[src/rtl/core/slrf_pkg.sv]
// Package with shared constants and types for the resampler.
`default_nettype none
package slrf_pkg;
  localparam int MaxRunOutputs = 16;
  localparam int FadeMaxFrames = 96;
  localparam int FadeMinFrames = 16;
  localparam int PhaseFracBits = 32;
  localparam int PhaseW = 37;
  localparam int FadeW = 7;
  localparam int SampleW = 16;
  localparam int RunCntW = $clog2(MaxRunOutputs + 1);

  localparam logic [0:0] CfgPhaseStep = 1'b0;
  localparam logic [0:0] CfgFadeFrames = 1'b1;

  localparam logic [1:0] RestartNone = 2'd0;
  localparam logic [1:0] RestartFade = 2'd1;

  typedef logic signed [SampleW-1:0] sample_t;

  typedef struct packed {
    logic load;
    logic start_mul;
    logic start_div;
    logic emit;
    logic finish;
  } dp_cmd_t;

  typedef struct packed {
    logic first_frame;
    logic run_more;
    logic fading;
    logic mul_done;
    logic div_done;
  } dp_sts_t;
endpackage
`default_nettype wire

[src/rtl/core/slrf_if.sv]
// Valid/ready channel interfaces for frames, results and configuration writes.
`default_nettype none
interface slrf_in_if;
  logic valid;
  logic ready;
  logic signed [15:0] left_sample;
  logic signed [15:0] right_sample;
  logic [1:0] restart;
  modport source(output valid, left_sample, right_sample, restart, input ready);
  modport sink(input valid, left_sample, right_sample, restart, output ready);
endinterface

interface slrf_out_if;
  logic valid;
  logic ready;
  logic signed [15:0] out_left;
  logic signed [15:0] out_right;
  logic last;
  modport source(output valid, out_left, out_right, last, input ready);
  modport sink(input valid, out_left, out_right, last, output ready);
endinterface

interface slrf_cfg_if;
  logic valid;
  logic ready;
  logic index;
  logic [36:0] data;
  modport source(output valid, index, data, input ready);
  modport sink(input valid, index, data, output ready);
endinterface
`default_nettype wire

[src/rtl/core/stereo_linear_resampler_fade.sv]
// Top level of the stereo linear resampler with fade-in after restart.
// Channel | Dir | Payload
// in_     | in  | left_sample, right_sample, restart
// out_    | out | out_left, out_right, last
// cfg_    | in  | index (0 phase_step, 1 fade_frames), data
// A frame that is the first or a restart is only stored. Otherwise each output is a
// multiply, then a divide in the bit-serial fade divider when it is faded, then emit;
// each frame also has accept, the final run check and finish.
// Reset is synchronous; previous samples, history valid, phase and fade counters clear.
// An output waits in its register while the next output is computed; a stalled
// output holds the controller before the following one.
`default_nettype none
module stereo_linear_resampler_fade (
  input  wire logic clk,
  input  wire logic rst_n,
  slrf_in_if.sink in_ch,
  slrf_out_if.source out_ch,
  slrf_cfg_if.sink cfg_ch
);
  import slrf_pkg::*;

  dp_cmd_t cmd;
  dp_sts_t sts;
  logic idle, out_vld;

  assign in_ch.ready = idle;
  assign cfg_ch.ready = 1'b1;
  assign out_ch.valid = out_vld;

  slrf_ctrl u_ctrl (
    .clk(clk), .rst_n(rst_n),
    .in_fire(in_ch.valid && idle),
    .out_taken(out_vld && out_ch.ready),
    .sts(sts), .cmd(cmd), .idle(idle), .out_vld(out_vld)
  );

  slrf_datapath u_dp (
    .clk(clk), .rst_n(rst_n),
    .cfg_we(cfg_ch.valid), .cfg_idx(cfg_ch.index), .cfg_data(cfg_ch.data),
    .in_l(in_ch.left_sample), .in_r(in_ch.right_sample), .in_rs(in_ch.restart),
    .cmd(cmd), .sts(sts),
    .res_l(out_ch.out_left), .res_r(out_ch.out_right), .res_last(out_ch.last)
  );
endmodule
`default_nettype wire

[src/rtl/core/slrf_datapath.sv]
// Resampler datapath: history, phase, interpolation multiply and serial fade divide.
`default_nettype none
module slrf_datapath (
  input  wire logic clk,
  input  wire logic rst_n,
  input  wire logic cfg_we,
  input  wire logic cfg_idx,
  input  wire logic [36:0] cfg_data,
  input  wire logic signed [15:0] in_l,
  input  wire logic signed [15:0] in_r,
  input  wire logic [1:0] in_rs,
  input  wire slrf_pkg::dp_cmd_t cmd,
  output slrf_pkg::dp_sts_t sts,
  output logic signed [15:0] res_l,
  output logic signed [15:0] res_r,
  output logic res_last
);
  import slrf_pkg::*;

  localparam logic [PhaseW-1:0] One = PhaseW'(64'd1 << PhaseFracBits);
  localparam logic [PhaseW-1:0] PhaseMax = '1;
  localparam int DivW = 24;

  logic [PhaseW-1:0] step_r, phase_r;
  logic [FadeW-1:0] fade_cfg_r, rem_r, tot_r;
  logic signed [15:0] prev_l_r, prev_r_r, cur_l_r, cur_r_r, lo_l_r, lo_r_r;
  logic hist_vld_r, have_lo_r;
  logic [RunCntW-1:0] n_r;
  logic signed [15:0] il_r, ir_r;
  logic [DivW-1:0] ql_r, qr_r, reml_r, remr_r, numl_r, numr_r;
  logic negl_r, negr_r;
  logic [4:0] dcnt_r;
  logic dbusy_r, ddone_r, mdone_r;
  logic [FadeW-1:0] fclamp;
  logic [PhaseFracBits-1:0] frac;
  logic signed [17:0] dl, dr;
  logic signed [50:0] pl_r, pr_r;
  logic signed [15:0] from_l, from_r;
  logic signed [17:0] fdl, fdr;
  logic [FadeW-1:0] done_c;
  logic [FadeW:0] den;
  logic signed [DivW:0] fpl, fpr;
  logic [DivW-1:0] absl, absr;
  logic [DivW:0] tl, tr;
  logic signed [15:0] fl, fr;
  logic [PhaseW:0] psum;

  assign fclamp = (fade_cfg_r < FadeW'(FadeMinFrames)) ? FadeW'(FadeMinFrames) :
                  (fade_cfg_r > FadeW'(FadeMaxFrames)) ? FadeW'(FadeMaxFrames) : fade_cfg_r;
  assign frac = phase_r[PhaseFracBits-1:0];
  assign dl = 18'(cur_l_r) - 18'(prev_l_r);
  assign dr = 18'(cur_r_r) - 18'(prev_r_r);
  assign from_l = have_lo_r ? lo_l_r : 16'sd0;
  assign from_r = have_lo_r ? lo_r_r : 16'sd0;
  assign fdl = 18'(il_r) - 18'(from_l);
  assign fdr = 18'(ir_r) - 18'(from_r);
  assign done_c = tot_r - rem_r + FadeW'(1);
  assign den = {1'b0, tot_r} + (FadeW+1)'(1);
  assign fpl = (DivW+1)'(fdl) * (DivW+1)'($signed({1'b0, done_c}));
  assign fpr = (DivW+1)'(fdr) * (DivW+1)'($signed({1'b0, done_c}));
  assign absl = fpl[DivW] ? DivW'(-fpl) : DivW'(fpl);
  assign absr = fpr[DivW] ? DivW'(-fpr) : DivW'(fpr);
  assign tl = {reml_r, numl_r[DivW-1]} - (DivW+1)'(den);
  assign tr = {remr_r, numr_r[DivW-1]} - (DivW+1)'(den);
  assign fl = from_l + (negl_r ? -16'(ql_r) : 16'(ql_r));
  assign fr = from_r + (negr_r ? -16'(qr_r) : 16'(qr_r));
  assign psum = {1'b0, phase_r} + {1'b0, step_r};

  assign sts.first_frame = !hist_vld_r || (in_rs != RestartNone);
  assign sts.run_more = (phase_r < One) && (n_r < RunCntW'(MaxRunOutputs));
  assign sts.fading = (rem_r != '0) && (tot_r != '0);
  assign sts.mul_done = mdone_r;
  assign sts.div_done = ddone_r;

  always_ff @(posedge clk) begin
    if (!rst_n) begin
      step_r <= One;
      fade_cfg_r <= FadeW'(48);
      phase_r <= '0;
      hist_vld_r <= 1'b0;
      have_lo_r <= 1'b0;
      rem_r <= '0;
      tot_r <= '0;
      prev_l_r <= '0;
      prev_r_r <= '0;
      lo_l_r <= '0;
      lo_r_r <= '0;
      dbusy_r <= 1'b0;
      ddone_r <= 1'b0;
      mdone_r <= 1'b0;
      n_r <= '0;
    end else begin
      mdone_r <= 1'b0;
      ddone_r <= 1'b0;
      if (cfg_we) begin
        if (cfg_idx == CfgPhaseStep) step_r <= cfg_data;
        else fade_cfg_r <= cfg_data[FadeW-1:0];
      end
      if (cmd.load) begin
        cur_l_r <= in_l;
        cur_r_r <= in_r;
        n_r <= '0;
        if (in_rs != RestartNone) begin
          phase_r <= '0;
          rem_r <= (in_rs == RestartFade) ? fclamp : '0;
          tot_r <= (in_rs == RestartFade) ? fclamp : '0;
        end
        if (!hist_vld_r || in_rs != RestartNone) begin
          prev_l_r <= in_l;
          prev_r_r <= in_r;
          hist_vld_r <= 1'b1;
        end
      end
      if (cmd.start_mul) begin
        pl_r <= dl * $signed({1'b0, frac});
        pr_r <= dr * $signed({1'b0, frac});
        mdone_r <= 1'b1;
      end
      if (mdone_r) begin
        il_r <= prev_l_r + 16'(pl_r >>> PhaseFracBits);
        ir_r <= prev_r_r + 16'(pr_r >>> PhaseFracBits);
      end
      if (cmd.start_div) begin
        numl_r <= absl;
        numr_r <= absr;
        negl_r <= fdl[17];
        negr_r <= fdr[17];
        reml_r <= '0;
        remr_r <= '0;
        dcnt_r <= 5'(DivW);
        dbusy_r <= 1'b1;
      end else if (dbusy_r) begin
        numl_r <= {numl_r[DivW-2:0], 1'b0};
        numr_r <= {numr_r[DivW-2:0], 1'b0};
        ql_r <= {ql_r[DivW-2:0], !tl[DivW]};
        qr_r <= {qr_r[DivW-2:0], !tr[DivW]};
        reml_r <= tl[DivW] ? {reml_r[DivW-2:0], numl_r[DivW-1]} : tl[DivW-1:0];
        remr_r <= tr[DivW] ? {remr_r[DivW-2:0], numr_r[DivW-1]} : tr[DivW-1:0];
        dcnt_r <= dcnt_r - 5'd1;
        if (dcnt_r == 5'd1) begin
          dbusy_r <= 1'b0;
          ddone_r <= 1'b1;
        end
      end
      if (cmd.emit) begin
        res_l <= sts.fading ? fl : il_r;
        res_r <= sts.fading ? fr : ir_r;
        lo_l_r <= sts.fading ? fl : il_r;
        lo_r_r <= sts.fading ? fr : ir_r;
        have_lo_r <= 1'b1;
        if (sts.fading) rem_r <= rem_r - FadeW'(1);
        n_r <= n_r + RunCntW'(1);
        phase_r <= psum[PhaseW] ? PhaseMax : psum[PhaseW-1:0];
        res_last <= !(((psum[PhaseW] ? PhaseMax : psum[PhaseW-1:0]) < One) &&
                      (n_r + RunCntW'(1) < RunCntW'(MaxRunOutputs)));
      end
      if (cmd.finish) begin
        phase_r <= (phase_r >= One) ? phase_r - One : '0;
        prev_l_r <= cur_l_r;
        prev_r_r <= cur_r_r;
      end
    end
  end
endmodule
`default_nettype wire

[src/rtl/core/slrf_ctrl.sv]
// Resampler controller state machine sequencing load, multiply, divide and output.
`default_nettype none
module slrf_ctrl (
  input  wire logic clk,
  input  wire logic rst_n,
  input  wire logic in_fire,
  input  wire logic out_taken,
  input  wire slrf_pkg::dp_sts_t sts,
  output slrf_pkg::dp_cmd_t cmd,
  output logic idle,
  output logic out_vld
);
  import slrf_pkg::*;

  localparam logic [2:0] SIdle = 3'd0;
  localparam logic [2:0] SLoad = 3'd1;
  localparam logic [2:0] SMul = 3'd2;
  localparam logic [2:0] SDiv = 3'd3;
  localparam logic [2:0] SEmit = 3'd4;
  localparam logic [2:0] SOut = 3'd5;
  localparam logic [2:0] SFin = 3'd6;
  localparam logic [2:0] SWait = 3'd7;

  logic [2:0] state_r, state_nxt;
  logic out_vld_r, out_vld_nxt;

  assign idle = (state_r == SIdle);
  assign out_vld = out_vld_r;

  always_comb begin
    state_nxt = state_r;
    out_vld_nxt = out_vld_r;
    cmd = '0;
    unique case (state_r)
      SIdle: begin
        if (in_fire) begin
          cmd.load = 1'b1;
          state_nxt = sts.first_frame ? SWait : SLoad;
        end
      end
      SWait: state_nxt = SIdle;
      SLoad: begin
        if (sts.run_more) begin
          cmd.start_mul = 1'b1;
          state_nxt = SMul;
        end else begin
          state_nxt = SFin;
        end
      end
      SMul: begin
        if (sts.mul_done) state_nxt = SDiv;
      end
      SDiv: begin
        cmd.start_div = sts.fading;
        state_nxt = sts.fading ? SEmit : SOut;
      end
      SEmit: begin
        if (sts.div_done) state_nxt = SOut;
      end
      SOut: begin
        if (!out_vld_r) begin
          cmd.emit = 1'b1;
          out_vld_nxt = 1'b1;
          state_nxt = SLoad;
        end
      end
      SFin: begin
        cmd.finish = 1'b1;
        state_nxt = SIdle;
      end
      default: state_nxt = SIdle;
    endcase
    if (out_taken) out_vld_nxt = 1'b0;
    if (cmd.emit) out_vld_nxt = 1'b1;
  end

  always_ff @(posedge clk) begin
    if (!rst_n) begin
      state_r <= SIdle;
      out_vld_r <= 1'b0;
    end else begin
      state_r <= state_nxt;
      out_vld_r <= out_vld_nxt;
    end
  end
endmodule
`default_nettype wire

[src/flat_wrapper.sv]
// flat-port wrapper written by rule: the top's interface ports become plain ports
module stereo_linear_resampler_fade_flat import slrf_pkg::*;
  (clk, rst_n, in_ch_valid, in_ch_left_sample, in_ch_right_sample, in_ch_restart, in_ch_ready, out_ch_valid, out_ch_out_left, out_ch_out_right, out_ch_last, out_ch_ready, cfg_ch_valid, cfg_ch_index, cfg_ch_data, cfg_ch_ready);
  slrf_in_if in_ch_i ();
  slrf_out_if out_ch_i ();
  slrf_cfg_if cfg_ch_i ();
  input  wire logic clk;
  input  wire logic rst_n;
  input wire logic [$bits(in_ch_i.valid)-1:0] in_ch_valid;
  input wire logic [$bits(in_ch_i.left_sample)-1:0] in_ch_left_sample;
  input wire logic [$bits(in_ch_i.right_sample)-1:0] in_ch_right_sample;
  input wire logic [$bits(in_ch_i.restart)-1:0] in_ch_restart;
  output wire logic [$bits(in_ch_i.ready)-1:0] in_ch_ready;
  output wire logic [$bits(out_ch_i.valid)-1:0] out_ch_valid;
  output wire logic [$bits(out_ch_i.out_left)-1:0] out_ch_out_left;
  output wire logic [$bits(out_ch_i.out_right)-1:0] out_ch_out_right;
  output wire logic [$bits(out_ch_i.last)-1:0] out_ch_last;
  input wire logic [$bits(out_ch_i.ready)-1:0] out_ch_ready;
  input wire logic [$bits(cfg_ch_i.valid)-1:0] cfg_ch_valid;
  input wire logic [$bits(cfg_ch_i.index)-1:0] cfg_ch_index;
  input wire logic [$bits(cfg_ch_i.data)-1:0] cfg_ch_data;
  output wire logic [$bits(cfg_ch_i.ready)-1:0] cfg_ch_ready;
  assign in_ch_i.valid = in_ch_valid;
  assign in_ch_i.left_sample = in_ch_left_sample;
  assign in_ch_i.right_sample = in_ch_right_sample;
  assign in_ch_i.restart = in_ch_restart;
  assign in_ch_ready = in_ch_i.ready;
  assign out_ch_valid = out_ch_i.valid;
  assign out_ch_out_left = out_ch_i.out_left;
  assign out_ch_out_right = out_ch_i.out_right;
  assign out_ch_last = out_ch_i.last;
  assign out_ch_i.ready = out_ch_ready;
  assign cfg_ch_i.valid = cfg_ch_valid;
  assign cfg_ch_i.index = cfg_ch_index;
  assign cfg_ch_i.data = cfg_ch_data;
  assign cfg_ch_ready = cfg_ch_i.ready;
  stereo_linear_resampler_fade u_core (.clk(clk), .rst_n(rst_n), .in_ch(in_ch_i), .out_ch(out_ch_i), .cfg_ch(cfg_ch_i));
endmodule
[config.mk]
export PLATFORM = sky130hd
export DESIGN_NAME = stereo_linear_resampler_fade_flat
export DESIGN_NICKNAME = d
export VERILOG_FILES = /design/src/rtl/core/slrf_pkg.sv /design/src/rtl/core/slrf_if.sv /design/src/rtl/core/stereo_linear_resampler_fade.sv /design/src/rtl/core/slrf_datapath.sv /design/src/rtl/core/slrf_ctrl.sv /design/src/flat_wrapper.sv
export SDC_FILE = /design/constraint.sdc
export NUM_CORES = 2
export LEC_CHECK = 0
export BUFFER_PORTS_ARGS = -buffer_cell sky130_fd_sc_hd__clkbuf_2
export CORE_ASPECT_RATIO = 0.75
export CORE_MARGIN = 5
export CORE_UTILIZATION = 60
export DETAILED_ROUTE_END_ITERATION = 8
export PLACE_DENSITY = 0.77
export SYNTH_ARGS = -nofsm -noshare
export SYNTH_HDL_FRONTEND = slang
export SYNTH_SLANG_ARGS = --single-unit
[constraint.sdc]
create_clock -name clk -period 12.78 [get_ports clk]
set_input_delay 1.917 -clock clk [delete_from_list [all_inputs] [get_ports clk]]
set_output_delay 1.917 -clock clk [all_outputs]
set_load 0.02 [all_outputs]
==> results.toml <==
[power_and_ir_drop]
irDropWorstVdd_v = 0.000332
p_seq_share_pct = 15.7
leakage_uw = 0.0367
intPower_uw = 5210
p_per_area_nw_per_um2 = 150
comb_power_share_pct = 71.1
p_sw_share_pct = 54.1
switchingPower_uw = 6140
clkPwrFrac_pct = 13.2

[synth]
synth_edf_count = 264
synth-adder-area-share_pct = 40.4
synth_compound_area_share_pct = 10.6
yosysSeqAreaShare_pct = 15.8
yosysTopAreaCell = "fa_1"
synth_top_area_share_pct = 30.2
syn_inst = 8455
yosysWarnings = 0
yosys-top-cells-area = "fa_1 30%, edfxtp_1 11%, ha_1 10%"
syn_avg_cell_area_sq_um = 8.54
ys_ff_latch = 437
synthArstFlopShare_pct = 0
synth_top_family_by_area = "adder cells"
synth_cell_types = 104
syn_area_sq_um = 72200
synthXorXnorAreaFrac_pct = 3.79
synthSimpleGateAreaFrac_pct = 18.1
postSynthNetCount = 10200
synth_mux_area_share_pct = 0.788
synthFlopType = "edfxtp_1"

[final_layout]
seq_area_sq_um = 11400
layout-drive-gt1-share_pct = 5.57
final_common_cell = "inv_1"
area_delta_synth_final_pct = 5.07
post-route-util_pct = 63.4
layout_common_cells = "1549 x inv_1, 1196 x nand2_1, 1090 x fa_1"
nets = 10000
fill_cells = 10000
multi_input_comb_area_sq_um = 53600
design_area_sq_um = 75900

[worst_hold_path]
whs_path_depth = 0
hold_end = "u_core.u_dp.ql_r[2]"
min_from = "u_core.u_dp.ql_r[1]"
hold_class = "reg -> reg"

[route]
dr_total_vias = 58600
vias_per_cell = 5.93
first_iter_violations = 5512
wl_um = 195000
drtPass1Iterations = 8
wire_per_inst_um = 19.7
drcViolationCount = 0
ant_nets = 0

[sta]
slew-limit-headroom_pct = 11.1
timing.fmax_mhz = 95.9
min_period_over_period_pct = 81.6
fin_worst_hold_slack_ps = 453
finClkSkew_ps = 17.2
slew_viol_final = 0
finalSetupTns_ps = 0
worstMarginPinSlew_ps = 1330
setup_violations = 0
finalHoldViolCount = 0
period_minus_slack_ps = 10420
worst_slack_ps = 2360
rsz0062_at_grt = "false"

[cts]
numCtsBuffers = 47
cts_setup_buffers = 0
clockRootBuffer = "clkbuf_16"
clock-sinks = 437
clk_latency_ps = 620
cts_max_level = 2
cts_tree = "built"
clock_path_buffers = 3
cts_resized = 0
postCtsHoldBufs = 0
path_clk_slew_ps = 60

[place]
dpl_cell_area_sq_um = 74200
place_congestion = 0.947
pre_cts_ws_ps = 2610
hpwl_um = 146000
portBuffers = 111

[critical_path]
worst_setup_path_start_kind = "flop"
crit_top_cell = "fa_1"
arrival_ps = 10760
r2r-end = "u_core.u_dp.pr_r[39]"
reg2regPathDepth = 32
r2r_slack_ps = 2360
critPathSlowestCell = "o31ai_1"
crit_type = "reg -> reg"
cp_max_fo = 34
required_ps = 13110
endpoint_kind = "flop"
crit_path_max_incr_delay_ps = 740
regToRegStartpoint = "u_core.u_dp.prev_r_r[1]"

[outcome]
outcome = "complete, no violations"

[grt]
grt_max_degree = 85
overflow = 0
grt_pass1_wl_um = 314000
use_met2_pct = 46.8
grt_pass1_vias = 58600
use_met1_pct = 45.4
antenna_found_initial = 8
grt_util_met3_pct = 5.71
grt.total_usage_pct = 30.6
busiest_layer = "met2"

[die]
num_rows = 110
ios = 113
dieWidth_um = 411
start_util_pct = 60.3
core_sq_um = 120000
die_area_sq_um = 127000
die_y_um = 310

[run]
max_cap_viol_count = 0
[cells by family after synthesis]
group | after synthesis
buffers and inverters | 2010
and+or+nand+nor | 2809
other | 1
xor gates and xnor gates | 311
DFF | 437
AOI/OAI and AO/OA | 1152
adders and majority gates | 1679
muxes | 56
[worst max-delay path, delay by kind of cell, from the launching register on]
| kind | cells | cell delay (ps) |
|---|---|---|
| AOI/OAI and AO/OA | 13 | 3640 |
| adders and majority gates | 8 | 3630 |
| and+or+nand+nor | 6 | 1490 |
| buffers and inverters | 5 | 940 |
| DFF | 1 | 410 |
[layer usage]
metal	vias to the layer above	wire length [um]
li1	26600	-
met1	28800	85300
met2	2807	83600
met3	391	20500
met4	4	5400
met5	-	21
[worst max-delay path by stage]
stage                     slack, ps  cells past startpoint                   end               startpoint
final                          2360                     32  u_core.u_dp.pr_r[39]  u_core.u_dp.prev_r_r[1]
after global routing           1860                     32  u_core.u_dp.pr_r[39]  u_core.u_dp.prev_r_r[1]
after CTS                      2530                     32  u_core.u_dp.pr_r[39]  u_core.u_dp.prev_r_r[1]
after detailed placement       2610                     33  u_core.u_dp.pl_r[46]   u_core.u_dp.cur_l_r[0]
after global placement         2790                     33  u_core.u_dp.pl_r[46]  u_core.u_dp.prev_l_r[1]
after floorplan                4360                     34  u_core.u_dp.pl_r[46]  u_core.u_dp.prev_l_r[1]
[cell type report]
type / count / area share (%)
diodes: 5 / 0.0165
clock buffers: 61 / 1.77
clock inverters: 27 / 0.429
inverters: 1553 / 7.69
multi-input cells: 6008 / 70.6
flip-flops and latches: 437 / 15.0
well taps: 1568 / 2.59
repair buffers: 226 / 1.87
[synthesized netlist by cell type, drive strengths merged (50+ instances only)]
master	n
ha	588
o21ai	253
nor2b	158
nor3	103
or2	51
a21o	77
xor2	94
nand2	1197
a31oi	62
nand3	173
fa	1090
o211ai	51
clkbuf	424
and2	219
nor2	563
and3	50
nand3b	66
dfxtp	173
xnor2	217
edfxtp	264
a211oi	62
inv	1550
a21oi	300
[registers in the layout (all words and copies together) (netlist names), 24 cells and up]
| name | flops |
|---|---|
| u_core.u_dp.phase_r | 37 |
| u_core.u_dp.step_r | 37 |
| u_core.u_dp.numl_r | 24 |
| u_core.u_dp.numr_r | 24 |
| u_core.u_dp.reml_r | 24 |
| u_core.u_dp.remr_r | 24 |
[metrics by stage]
step	total power (uW)	std cells
final	11300	9885
after global routing	12200	9884
after CTS	11200	9880
after detailed placement	9680	9792
after global placement	9450	9792
after floorplan	7430	8455
[power groups by stage]
stage,Sequential [uW],Combinational [uW],Clock [uW]
2_1_floorplan,1770,5660,0
3_5_place_dp,1810,7870,0
5_1_grt,1800,8850,1580
6_report,1790,8070,1500
3_3_place_gp,1810,7650,0
4_1_cts,1780,7930,1520
Note: power is estimated with default switching activity, not from simulation.
